File: config.mk
export PLATFORM = sky130hd
export DESIGN_NAME = dc_clock_pi_sync
export DESIGN_NICKNAME = d
export VERILOG_FILES = /design/src/rtl/core/dcps_pkg.sv /design/src/rtl/core/dcps_serdiv.sv /design/src/rtl/core/dc_clock_pi_sync.sv
export SDC_FILE = /design/constraint.sdc
export NUM_CORES = 1
export LEC_CHECK = 0
export BUFFER_PORTS_ARGS = -buffer_cell sky130_fd_sc_hd__buf_2
export CORE_MARGIN = 2
export CORE_UTILIZATION = 25
export DETAILED_ROUTE_END_ITERATION = 6
export GPL_ROUTABILITY_DRIVEN = 0
export HOLD_SLACK_MARGIN = 0.05
export PLACE_DENSITY = 0.44
export SETUP_SLACK_MARGIN = 0.02
export SLEW_MARGIN = 0
export SYNTH_ARGS = -nofsm -noshare
export SYNTH_HDL_FRONTEND = slang
export SYNTH_SLANG_ARGS = --single-unit
File: constraint.sdc
create_clock -name clock -period 8.2 [get_ports clock]
set_input_delay 1.23 -clock clock [delete_from_list [all_inputs] [get_ports clock]]
set_output_delay 1.23 -clock clock [all_outputs]
set_load 0.02 [all_outputs]
File: src/rtl/core/dcps_pkg.sv
// dcps_pkg: shared types and constants for the distributed clock pi sync block
// no dependencies; used by dc_clock_pi_sync
`default_nettype none

package dcps_pkg;

   localparam int REF_WIDTH   = 63;
   localparam int CYCLE_WIDTH = 30;
   localparam int OUT_WIDTH   = 28;
   localparam int ERR_WIDTH   = 31;
   localparam int CSR_ADDR_W  = 3;
   localparam int CSR_DATA_W  = 32;

   localparam int SYNC_OFFSET_NS = 50000;
   localparam int OFFSET_WIDTH   = 17;
   localparam int PROP_DIV       = 100;
   localparam int PROP_DIV_W     = 7;
   localparam int INT_DIV        = 20;
   localparam int INT_DIV_W      = 5;
   localparam int CYCLE_RESET    = 1000000;

   localparam int OUT_MAX = 2 ** (OUT_WIDTH - 1) - 1;
   localparam int OUT_MIN = -(2 ** (OUT_WIDTH - 1));

   // register index taken from paddr above the byte lanes
   localparam logic REG_CYCLE_TIME = 1'b0;

   typedef enum logic [2:0] {
      ST_IDLE,
      ST_MOD,
      ST_FOLD,
      ST_INT,
      ST_IDIV,
      ST_DIV,
      ST_OUT
   } state_type;

endpackage

`default_nettype wire

File: src/rtl/core/dcps_serdiv.sv
// dcps_serdiv: restoring divider, one quotient bit per cycle
// gives quotient and remainder of an unsigned dividend; uses no package items
`default_nettype none

module dcps_serdiv #(
   parameter int W  = 63,
   parameter int DW = 30
) (
   input  wire logic          clock,
   input  wire logic          reset,
   input  wire logic          start,
   input  wire logic [W-1:0]  dividend,
   input  wire logic [DW-1:0] divisor,
   output logic               busy,
   output logic [W-1:0]       quotient,
   output logic [DW-1:0]      remainder
);

   localparam int CNT_W = $clog2(W + 1);

   logic [W-1:0]     quo_ff, quo_in;
   logic [DW-1:0]    rem_ff, rem_in;
   logic [CNT_W-1:0] cnt_ff, cnt_in;
   logic             run_ff, run_in;
   logic [DW:0]      trial;
   logic [DW:0]      diff;
   logic             fits;

   always_comb begin
      trial  = {rem_ff, quo_ff[W-1]};
      diff   = trial - {1'b0, divisor};
      // remainder stays below divisor, so the top bit is the borrow
      fits   = ~diff[DW];
      quo_in = quo_ff;
      rem_in = rem_ff;
      cnt_in = cnt_ff;
      run_in = run_ff;
      if (start) begin
         quo_in = dividend;
         rem_in = '0;
         cnt_in = CNT_W'(W);
         run_in = 1'b1;
      end else if (run_ff) begin
         quo_in = {quo_ff[W-2:0], fits};
         rem_in = fits ? diff[DW-1:0] : trial[DW-1:0];
         cnt_in = cnt_ff - CNT_W'(1);
         run_in = (cnt_ff != CNT_W'(1));
      end
   end

   always_ff @(posedge clock) begin
      if (reset) begin
         run_ff <= 1'b0;
      end else begin
         run_ff <= run_in;
      end
      quo_ff <= quo_in;
      rem_ff <= rem_in;
      cnt_ff <= cnt_in;
   end

   assign busy      = run_ff;
   assign quotient  = quo_ff;
   assign remainder = rem_ff;

endmodule

`default_nettype wire

File: src/rtl/core/dc_clock_pi_sync.sv
// dc_clock_pi_sync: pi phase lock of a local clock to a distributed reference clock
// depends on dcps_pkg and dcps_serdiv
`default_nettype none

// Each item carries one reference time in ns and yields one signed correction in ns.
// The phase error is (ref_time - 50 us) rem cycle_time_ns (truncating, so it takes the
// sign of the difference), folded by one cycle when above half a cycle; an integral
// counter steps by one toward the error sign and saturates at INTEGRAL_WIDTH bits.
// The correction is -(error/100) - (integral/20), truncating, clamped to 28 bits.
// One item is in flight at a time: a bit-serial remainder, one fold step, the
// integral update, then the bit-serial divide of the integral by 20, overlapping
// the bit-serial divide of the error by 100.
// A finished result sits in the output register while the next item is accepted.
// cycle_time_ns sits at byte address 0; a value of 0 acts as 1.

module dc_clock_pi_sync #(
   parameter int INTEGRAL_WIDTH = 32
) (
   input  wire logic                                 clock,
   input  wire logic                                 reset,
   input  wire logic                                 req_valid,
   output logic                                      req_stall,
   input  wire logic [dcps_pkg::REF_WIDTH-1:0]       req_ref_time,
   output logic                                      rsp_valid,
   input  wire logic                                 rsp_stall,
   output logic signed [dcps_pkg::OUT_WIDTH-1:0]     rsp_correction_ns,
   input  wire logic                                 psel,
   input  wire logic                                 penable,
   input  wire logic                                 pwrite,
   input  wire logic [dcps_pkg::CSR_ADDR_W-1:0]      paddr,
   input  wire logic [dcps_pkg::CSR_DATA_W-1:0]      pwdata,
   output logic [dcps_pkg::CSR_DATA_W-1:0]           prdata,
   output logic                                      pready
);

   localparam int IW  = INTEGRAL_WIDTH;
   localparam int RW  = dcps_pkg::REF_WIDTH;
   localparam int CW  = dcps_pkg::CYCLE_WIDTH;
   localparam int EW  = dcps_pkg::ERR_WIDTH;
   localparam int OW  = dcps_pkg::OUT_WIDTH;
   localparam int SW  = (IW > CW ? IW : CW) + 2;

   localparam logic signed [IW-1:0] I_MAX = {1'b0, {(IW - 1){1'b1}}};
   localparam logic signed [IW-1:0] I_MIN = {1'b1, {(IW - 1){1'b0}}};
   localparam logic signed [SW-1:0] S_MAX = SW'(dcps_pkg::OUT_MAX);
   localparam logic signed [SW-1:0] S_MIN = SW'(dcps_pkg::OUT_MIN);
   localparam logic [RW-1:0] OFFSET_REF = RW'(dcps_pkg::SYNC_OFFSET_NS);
   localparam logic [dcps_pkg::OFFSET_WIDTH-1:0] OFFSET_NARROW =
      dcps_pkg::OFFSET_WIDTH'(dcps_pkg::SYNC_OFFSET_NS);

   dcps_pkg::state_type state_ff, state_in;

   logic [CW-1:0]          cycle_ff, cycle_in;
   logic [CW-1:0]          cyc_eff;
   logic                   neg_ff, neg_in;
   logic signed [EW-1:0]   err_ff, err_in;
   logic signed [IW-1:0]   integral_ff, integral_in;
   logic signed [SW-1:0]   sum_ff, sum_in;
   logic                   rsp_valid_ff, rsp_valid_in;
   logic signed [OW-1:0]   rsp_data_ff, rsp_data_in;

   logic                   accept;
   logic                   csr_write;
   logic                   below_offset;
   logic [RW-1:0]          mod_dividend;
   logic                   mod_start, pdiv_start, idiv_start;
   logic                   mod_busy, pdiv_busy, idiv_busy;
   logic [RW-1:0]          mod_quo;
   logic [CW-1:0]          mod_rem;
   logic [CW-1:0]          perr_abs;
   logic [CW-1:0]          pdiv_quo;
   logic [dcps_pkg::PROP_DIV_W-1:0] pdiv_rem;
   logic [IW-1:0]          int_abs;
   logic [IW-1:0]          idiv_quo;
   logic [dcps_pkg::INT_DIV_W-1:0]  idiv_rem;
   logic signed [EW-1:0]   err_raw;
   logic signed [EW-1:0]   half_cyc;
   logic signed [SW-1:0]   prop_term, int_term;

   // configuration port
   assign pready    = 1'b1;
   assign csr_write = psel && penable && pwrite && pready;
   assign prdata    = (paddr[dcps_pkg::CSR_ADDR_W-1] == dcps_pkg::REG_CYCLE_TIME)
                      ? dcps_pkg::CSR_DATA_W'(cycle_ff) : '0;

   always_comb begin
      cycle_in = cycle_ff;
      if (csr_write && paddr[dcps_pkg::CSR_ADDR_W-1] == dcps_pkg::REG_CYCLE_TIME) begin
         cycle_in = pwdata[CW-1:0];
      end
   end

   assign cyc_eff = (cycle_ff == '0) ? CW'(1) : cycle_ff;

   // magnitude of ref - offset; below the offset it is small
   assign below_offset = req_ref_time < OFFSET_REF;
   assign mod_dividend = below_offset
                         ? RW'(OFFSET_NARROW - req_ref_time[dcps_pkg::OFFSET_WIDTH-1:0])
                         : req_ref_time - OFFSET_REF;

   assign accept = req_valid && !req_stall;

   dcps_serdiv #(.W(RW), .DW(CW)) u_mod (
      .clock     (clock),
      .reset     (reset),
      .start     (mod_start),
      .dividend  (mod_dividend),
      .divisor   (cyc_eff),
      .busy      (mod_busy),
      .quotient  (mod_quo),
      .remainder (mod_rem)
   );

   assign perr_abs = err_ff[EW-1] ? CW'(-err_ff) : CW'(err_ff);

   dcps_serdiv #(.W(CW), .DW(dcps_pkg::PROP_DIV_W)) u_pdiv (
      .clock     (clock),
      .reset     (reset),
      .start     (pdiv_start),
      .dividend  (perr_abs),
      .divisor   (dcps_pkg::PROP_DIV_W'(dcps_pkg::PROP_DIV)),
      .busy      (pdiv_busy),
      .quotient  (pdiv_quo),
      .remainder (pdiv_rem)
   );

   // the most negative integral maps to its own unsigned magnitude
   assign int_abs = integral_ff[IW-1] ? IW'(-integral_ff) : IW'(integral_ff);

   dcps_serdiv #(.W(IW), .DW(dcps_pkg::INT_DIV_W)) u_idiv (
      .clock     (clock),
      .reset     (reset),
      .start     (idiv_start),
      .dividend  (int_abs),
      .divisor   (dcps_pkg::INT_DIV_W'(dcps_pkg::INT_DIV)),
      .busy      (idiv_busy),
      .quotient  (idiv_quo),
      .remainder (idiv_rem)
   );

   always_comb begin
      err_raw   = neg_ff ? -$signed(EW'(mod_rem)) : $signed(EW'(mod_rem));
      half_cyc  = $signed(EW'(cyc_eff >> 1));
      prop_term = err_ff[EW-1] ? $signed(SW'(pdiv_quo)) : -$signed(SW'(pdiv_quo));
      int_term  = integral_ff[IW-1] ? $signed(SW'(idiv_quo)) : -$signed(SW'(idiv_quo));
   end

   always_comb begin
      state_in     = state_ff;
      req_stall    = (state_ff != dcps_pkg::ST_IDLE);
      mod_start    = 1'b0;
      pdiv_start   = 1'b0;
      idiv_start   = 1'b0;
      neg_in       = neg_ff;
      err_in       = err_ff;
      integral_in  = integral_ff;
      sum_in       = sum_ff;
      rsp_valid_in = rsp_valid_ff && rsp_stall;
      rsp_data_in  = rsp_data_ff;
      unique case (state_ff)
         dcps_pkg::ST_IDLE: begin
            if (req_valid) begin
               mod_start = 1'b1;
               neg_in    = below_offset;
               state_in  = dcps_pkg::ST_MOD;
            end
         end
         dcps_pkg::ST_MOD: begin
            if (!mod_busy) begin
               err_in   = err_raw;
               state_in = dcps_pkg::ST_FOLD;
            end
         end
         dcps_pkg::ST_FOLD: begin
            if (err_ff > half_cyc) begin
               err_in = err_ff - $signed(EW'(cyc_eff));
            end
            state_in = dcps_pkg::ST_INT;
         end
         dcps_pkg::ST_INT: begin
            priority if (err_ff > 0 && integral_ff != I_MAX) begin
               integral_in = integral_ff + IW'(1);
            end else if (err_ff < 0 && integral_ff != I_MIN) begin
               integral_in = integral_ff - IW'(1);
            end
            pdiv_start = 1'b1;
            state_in   = dcps_pkg::ST_IDIV;
         end
         dcps_pkg::ST_IDIV: begin
            idiv_start = 1'b1;
            state_in   = dcps_pkg::ST_DIV;
         end
         dcps_pkg::ST_DIV: begin
            if (!pdiv_busy && !idiv_busy) begin
               sum_in   = prop_term + int_term;
               state_in = dcps_pkg::ST_OUT;
            end
         end
         dcps_pkg::ST_OUT: begin
            // wait for the output register to free up
            if (!(rsp_valid_ff && rsp_stall)) begin
               rsp_valid_in = 1'b1;
               priority if (sum_ff > S_MAX) begin
                  rsp_data_in = OW'(S_MAX);
               end else if (sum_ff < S_MIN) begin
                  rsp_data_in = OW'(S_MIN);
               end else begin
                  rsp_data_in = OW'(sum_ff);
               end
               state_in = dcps_pkg::ST_IDLE;
            end
         end
         default: begin
            state_in = dcps_pkg::ST_IDLE;
         end
      endcase
   end

   always_ff @(posedge clock) begin
      if (reset) begin
         state_ff     <= dcps_pkg::ST_IDLE;
         cycle_ff     <= CW'(dcps_pkg::CYCLE_RESET);
         integral_ff  <= '0;
         rsp_valid_ff <= 1'b0;
      end else begin
         state_ff     <= state_in;
         cycle_ff     <= cycle_in;
         integral_ff  <= integral_in;
         rsp_valid_ff <= rsp_valid_in;
      end
      neg_ff      <= neg_in;
      err_ff      <= err_in;
      sum_ff      <= sum_in;
      rsp_data_ff <= rsp_data_in;
   end

   assign rsp_valid         = rsp_valid_ff;
   assign rsp_correction_ns = rsp_data_ff;

`ifndef SYNTHESIS
   a_accept_starts_mod: assert property (@(posedge clock) disable iff (reset)
      accept |=> (state_ff == dcps_pkg::ST_MOD) && mod_busy)
      else $error("accepted item did not start the remainder");

   a_rem_below_cycle: assert property (@(posedge clock) disable iff (reset)
      (state_ff == dcps_pkg::ST_MOD) && !mod_busy |-> mod_rem < cyc_eff)
      else $error("remainder not below cycle time");

   a_integral_only_in_int: assert property (@(posedge clock) disable iff (reset)
      state_ff != dcps_pkg::ST_INT |=> $stable(integral_ff))
      else $error("integral moved outside its update step");

   a_result_loaded: assert property (@(posedge clock) disable iff (reset)
      (state_ff == dcps_pkg::ST_OUT) && !(rsp_valid_ff && rsp_stall) |=> rsp_valid_ff)
      else $error("finished item not presented");
`endif

endmodule

`default_nettype wire
==> reports/results.txt <==
The first-pass GRT wire length is 118200 µm, and the count of routing violations after the opening detailed-route iteration is 1187. Depth of the worst register-to-register path: 16. The static leakage power was 11.18 nW; the maximum clock insertion buffer count was 3. The number of antenna violations at the first check in global routing was 4. Prior to clock tree synthesis, the placed netlist has a worst setup slack of 2607 ps.

The run finished with clean final reports. In the final routed layout, each cell accounts on average for 16.35 µm. Before antenna repair, the detailed router went through 5 iterations. Clock-pin slew was measured on the worst setup and hold paths at 60 ps.

The top cell type by area accounts for 25.84% of the synthesized area. The critical path is of the reg2reg type. By area the synthesized netlist is led by sky130_fd_sc_hd__edfxtp_1, sky130_fd_sc_hd__dfxtp_1, sky130_fd_sc_hd__ha_1. At the pin with the least slew margin, the transition time is 1059 ps.

In the post-synthesis netlist, the cell with the most instances is sky130_fd_sc_hd__nand2_1. The worst pin sits at a relative slew slack of 29.20%. The detail route stage leaves a number of antenna-violating nets equal to 0.

The logs give 25.09% for the initial cell density of the core and 2563 ps for the setup slack of the critical path after layout. The die is 323.1 µm tall. The worst hold path belongs to the class reg2reg.

The logs give 25450 µm² for the cell area after synthesis and 29250 µm² for the final cell area excluding filler cells. The worst hold path was traced through 2 stages. The tool flagged a number of max-cap violations equal to 0.

For this run, the number of standard cells in the final layout without fillers is 4505. After floorplanning, the core was sized to cover 101400 µm². Port buffering added 160 buffers.

The startpoint type of the worst setup path was a register. Counting buffers and inverters, the worst setup path is 16 cells deep. Ranked by instance count, the synthesized netlist is headed by sky130_fd_sc_hd__nand2_1, sky130_fd_sc_hd__nor2_1, sky130_fd_sc_hd__o21ai_0, sky130_fd_sc_hd__a21oi_1, sky130_fd_sc_hd__edfxtp_1. For the number of fill cells in the layout, the log shows 10955. The number of hold violations in the final report is 0. Summed over all layers, the global routing overflow is 0.

The number of setup buffers added after CTS is 0. The count of distinct cell types in the synthesized netlist is 83, and the delay contributed by the slowest stage of the critical path is 490 ps. The clock drives 347 sinks.

The routed design has 73660 µm of wire. The overall global routing resource usage is 14.17%. Setup violations remaining at the end of the flow were counted as 0. The clock tree synthesis step divided the H-tree into 2 levels.

The worst path in the final design needs a cycle of 5637 ps, including I/O delays and setup. The most used flip-flop cell after synthesis is sky130_fd_sc_hd__edfxtp_1. Sequential elements use 35.90% of the synthesized area.

Counting tap cells, the placed design contains a total of 4416 instances. Data arrives at the worst endpoint at 6120 ps. Final cycle utilization of the critical path: 68.74%. The maximum vdd ir drop is 0.1491 mV. The total clock buffers created by CTS is 47, and the instance count of the mapped netlist is 2997.

The critical path goes through or3_4 -> or3_4 -> or3_4 -> or4_4 -> o41ai_4 -> buf_4 -> ha_1 -> a2111oi_0 -> o21ai_0 -> and4_1 -> a211o_1 -> o21ai_0 -> o21ai_0 -> a2111oi_4 -> o21ai_1 -> o31ai_1. For the worst setup path, the data required time is 8690 ps. The number of I/O pins is 168. For the half-perimeter wire length after placement, the log shows 54820 µm. The tools report the sort of element at the end of the critical path as a register.

In this run the worst path has a maximum fanout of 21. The tools report the number of global-route vias before repair as 21015. The floorplan has 117 rows.

Counting flops and latches in the post-synthesis netlist gives 347. Entering global routing, the biggest net connects 74 pins. The count of yosys warnings during synthesis came out at 0. Detailed routing inserted a total of 21381 vias.

Setup repair after global routing left no endpoint under its margin. In the synthesized netlist the async set-or-reset flop fraction comes to 0%. Critical path buffer and inverter count: 1. A synthesized cell averages 8.493 µm². The number of nets in the layout was 3376; the number of vias per cell after detailed routing was 4.746.

In this run the power density over the cells is 299.3 nW/µm². The cell area after placement is 27690 µm², and the count of flip-flops with a built-in enable after synthesis is 219. Among all stages on the critical path, the largest delay is contributed by sky130_fd_sc_hd__edfxtp_1. The setup TNS came out at 0 ps. For the final number of max-transition violations, the log shows 0. The cell family contributing the most delay on the critical path was compound AO/OA/AOI/OAI gates. After detailed routing, the number of remaining DRC violations is 0.

Gates resized during post-CTS repair numbered 0. Derived from the worst setup path, the maximum achievable clock frequency is 0.1774 GHz. Measured along the x axis, the die boundary spans 323.1 µm. The synthesized design spends more area on one cell type than any other, namely sky130_fd_sc_hd__edfxtp_1. The clock root buffer was sky130_fd_sc_hd__clkbuf_16.

The die outline area came out at 104400 µm². The number of buffers inserted for hold repair after clock tree synthesis was 0; the fraction of layout instances using a drive strength above 1 was 9.410%. The total power draw is 8.754 mW, and the area added between synthesis and finish is 14.92%. For the final database, setup skew stands at 37.12 ps. TritonCTS built the clock tree. Clock latency reported for the late side of the worst-skew pair: 620 ps.
-- flip-flops by register name, indices dropped and copies added, names as in the netlist, 5 cells and up --
name	cells
integral_ff	32
u_pdiv.cnt_ff	5
err_ff	31
rsp_correction_ns	28
u_pdiv.remainder	7
u_idiv.cnt_ff	6
u_mod.cnt_ff	6
sum_ff	34
u_pdiv.quotient	30
u_mod.remainder	30
u_idiv.remainder	5
cycle_ff	30
u_idiv.quotient	32
u_mod.quotient	63
-- final timing paths --
| check | start | slack [ps] | end |
|---|---|---|---|
| hold / removal | cycle_ff[3] | 470 | cycle_ff[3] |
| setup reg to reg | err_ff[4] | 2560 | integral_ff[31] |
| setup / recovery | err_ff[4] | 2560 | integral_ff[31] |
| hold reg to reg | cycle_ff[3] | 470 | cycle_ff[3] |
-- report_power, final --
| part | internal, mW | switching, mW | total [mW] |
|---|---|---|---|
| registers | 2.39 | 0.409 | 2.80 |
| clock network | 1.25 | 0.846 | 2.10 |
| logic | 1.56 | 2.29 | 3.86 |
-- cell families (layout without fill, tap and decap cells) --
family | after synthesis | after routing | synth area share, %
and+or+nand+nor | 1056 | 1056 | 19.24
AOI/OAI and AO/OA | 850 | 850 | 21.02
DFF | 347 | 347 | 35.90
xor gates and xnor gates | 308 | 308 | 10.60
buffers and inverters | 234 | 371 | 3.510
adders and majority gates | 174 | 174 | 8.671
muxes | 26 | 26 | 1.032
other | 2 | 5 | 0.02950
-- worst min-delay path, stage by stage, from the launching register on --
cell,delay [ps]
sky130_fd_sc_hd__dfxtp_1,320
sky130_fd_sc_hd__nand2_1,50
sky130_fd_sc_hd__a21oi_1,50
-- per-layer routing --
| layer | up-vias | part of all wire (%) | global-route usage, % |
|---|---|---|---|
| li1 | 11117 | - | - |
| met2 | 305 | 45 | 23.27 |
| met4 | 2 | 2.1 | 3.504 |
| met5 | - | 0.015 | 0 |
| met3 | 75 | 3.5 | 2.273 |
| met1 | 9882 | 49 | 19.34 |
-- final cells by class --
cell class / count / area, µm² / share of cell area [%]
antenna: 2 / 5.005 / 0.01711
multi-input combinational: 2417 / 15480 / 52.92
sequential: 347 / 9141 / 31.25
inverter: 101 / 379.1 / 1.296
clock buffer: 67 / 1399 / 4.782
timing repair buffer: 183 / 973.4 / 3.328
clock inverter: 20 / 161.4 / 0.5518
tap: 1368 / 1712 / 5.851
-- placed cells by master, fill, tap and decap left out, types with 10 or more instances in the layout --
cell | synthesis | routed
sky130_fd_sc_hd__edfxtp_1 | 219 | 219
sky130_fd_sc_hd__dfxtp_1 | 128 | 126
sky130_fd_sc_hd__mux2i_1 | 24 | 24
sky130_fd_sc_hd__nand3_1 | 56 | 56
sky130_fd_sc_hd__buf_4 | 3 | 23
sky130_fd_sc_hd__a311oi_1 | 18 | 18
sky130_fd_sc_hd__nor2b_1 | 28 | 28
sky130_fd_sc_hd__or2_2 | 14 | 14
sky130_fd_sc_hd__xor2_1 | 155 | 155
sky130_fd_sc_hd__xnor2_1 | 153 | 153
sky130_fd_sc_hd__o31ai_1 | 63 | 63
sky130_fd_sc_hd__a211oi_1 | 34 | 34
sky130_fd_sc_hd__inv_1 | 100 | 100
sky130_fd_sc_hd__ha_1 | 170 | 170
sky130_fd_sc_hd__clkbuf_1 | 116 | 12
sky130_fd_sc_hd__nand2_1 | 426 | 424
sky130_fd_sc_hd__nor3_1 | 66 | 66
sky130_fd_sc_hd__buf_2 | 3 | 160
sky130_fd_sc_hd__o211ai_1 | 20 | 20
sky130_fd_sc_hd__nand2b_1 | 28 | 27
sky130_fd_sc_hd__o41ai_1 | 19 | 19
sky130_fd_sc_hd__or4_1 | 20 | 20
sky130_fd_sc_hd__a31oi_1 | 29 | 29
sky130_fd_sc_hd__or3_1 | 26 | 26
sky130_fd_sc_hd__and2_1 | 13 | 13
sky130_fd_sc_hd__and3_1 | 10 | 10
sky130_fd_sc_hd__a21oi_1 | 221 | 218
sky130_fd_sc_hd__nor2_1 | 255 | 254
sky130_fd_sc_hd__clkbuf_16 | 0 | 53
sky130_fd_sc_hd__nor4_1 | 42 | 42
sky130_fd_sc_hd__o21bai_1 | 14 | 14
sky130_fd_sc_hd__o21a_1 | 24 | 24
sky130_fd_sc_hd__a21o_1 | 96 | 96
sky130_fd_sc_hd__o21ai_0 | 243 | 243
sky130_fd_sc_hd__nand4_1 | 31 | 31
-- metrics by stage --
stage / util (%) / hold WS (ps)
detailed placement: 27.29 / 463.5
global placement: 27.29 / 459.7
floorplan: - / 449.0
global route: 28.83 / 492.2
finish: 28.83 / 468.0
CTS: 28.83 / 471.6
(Power assumes the default switching activity.)
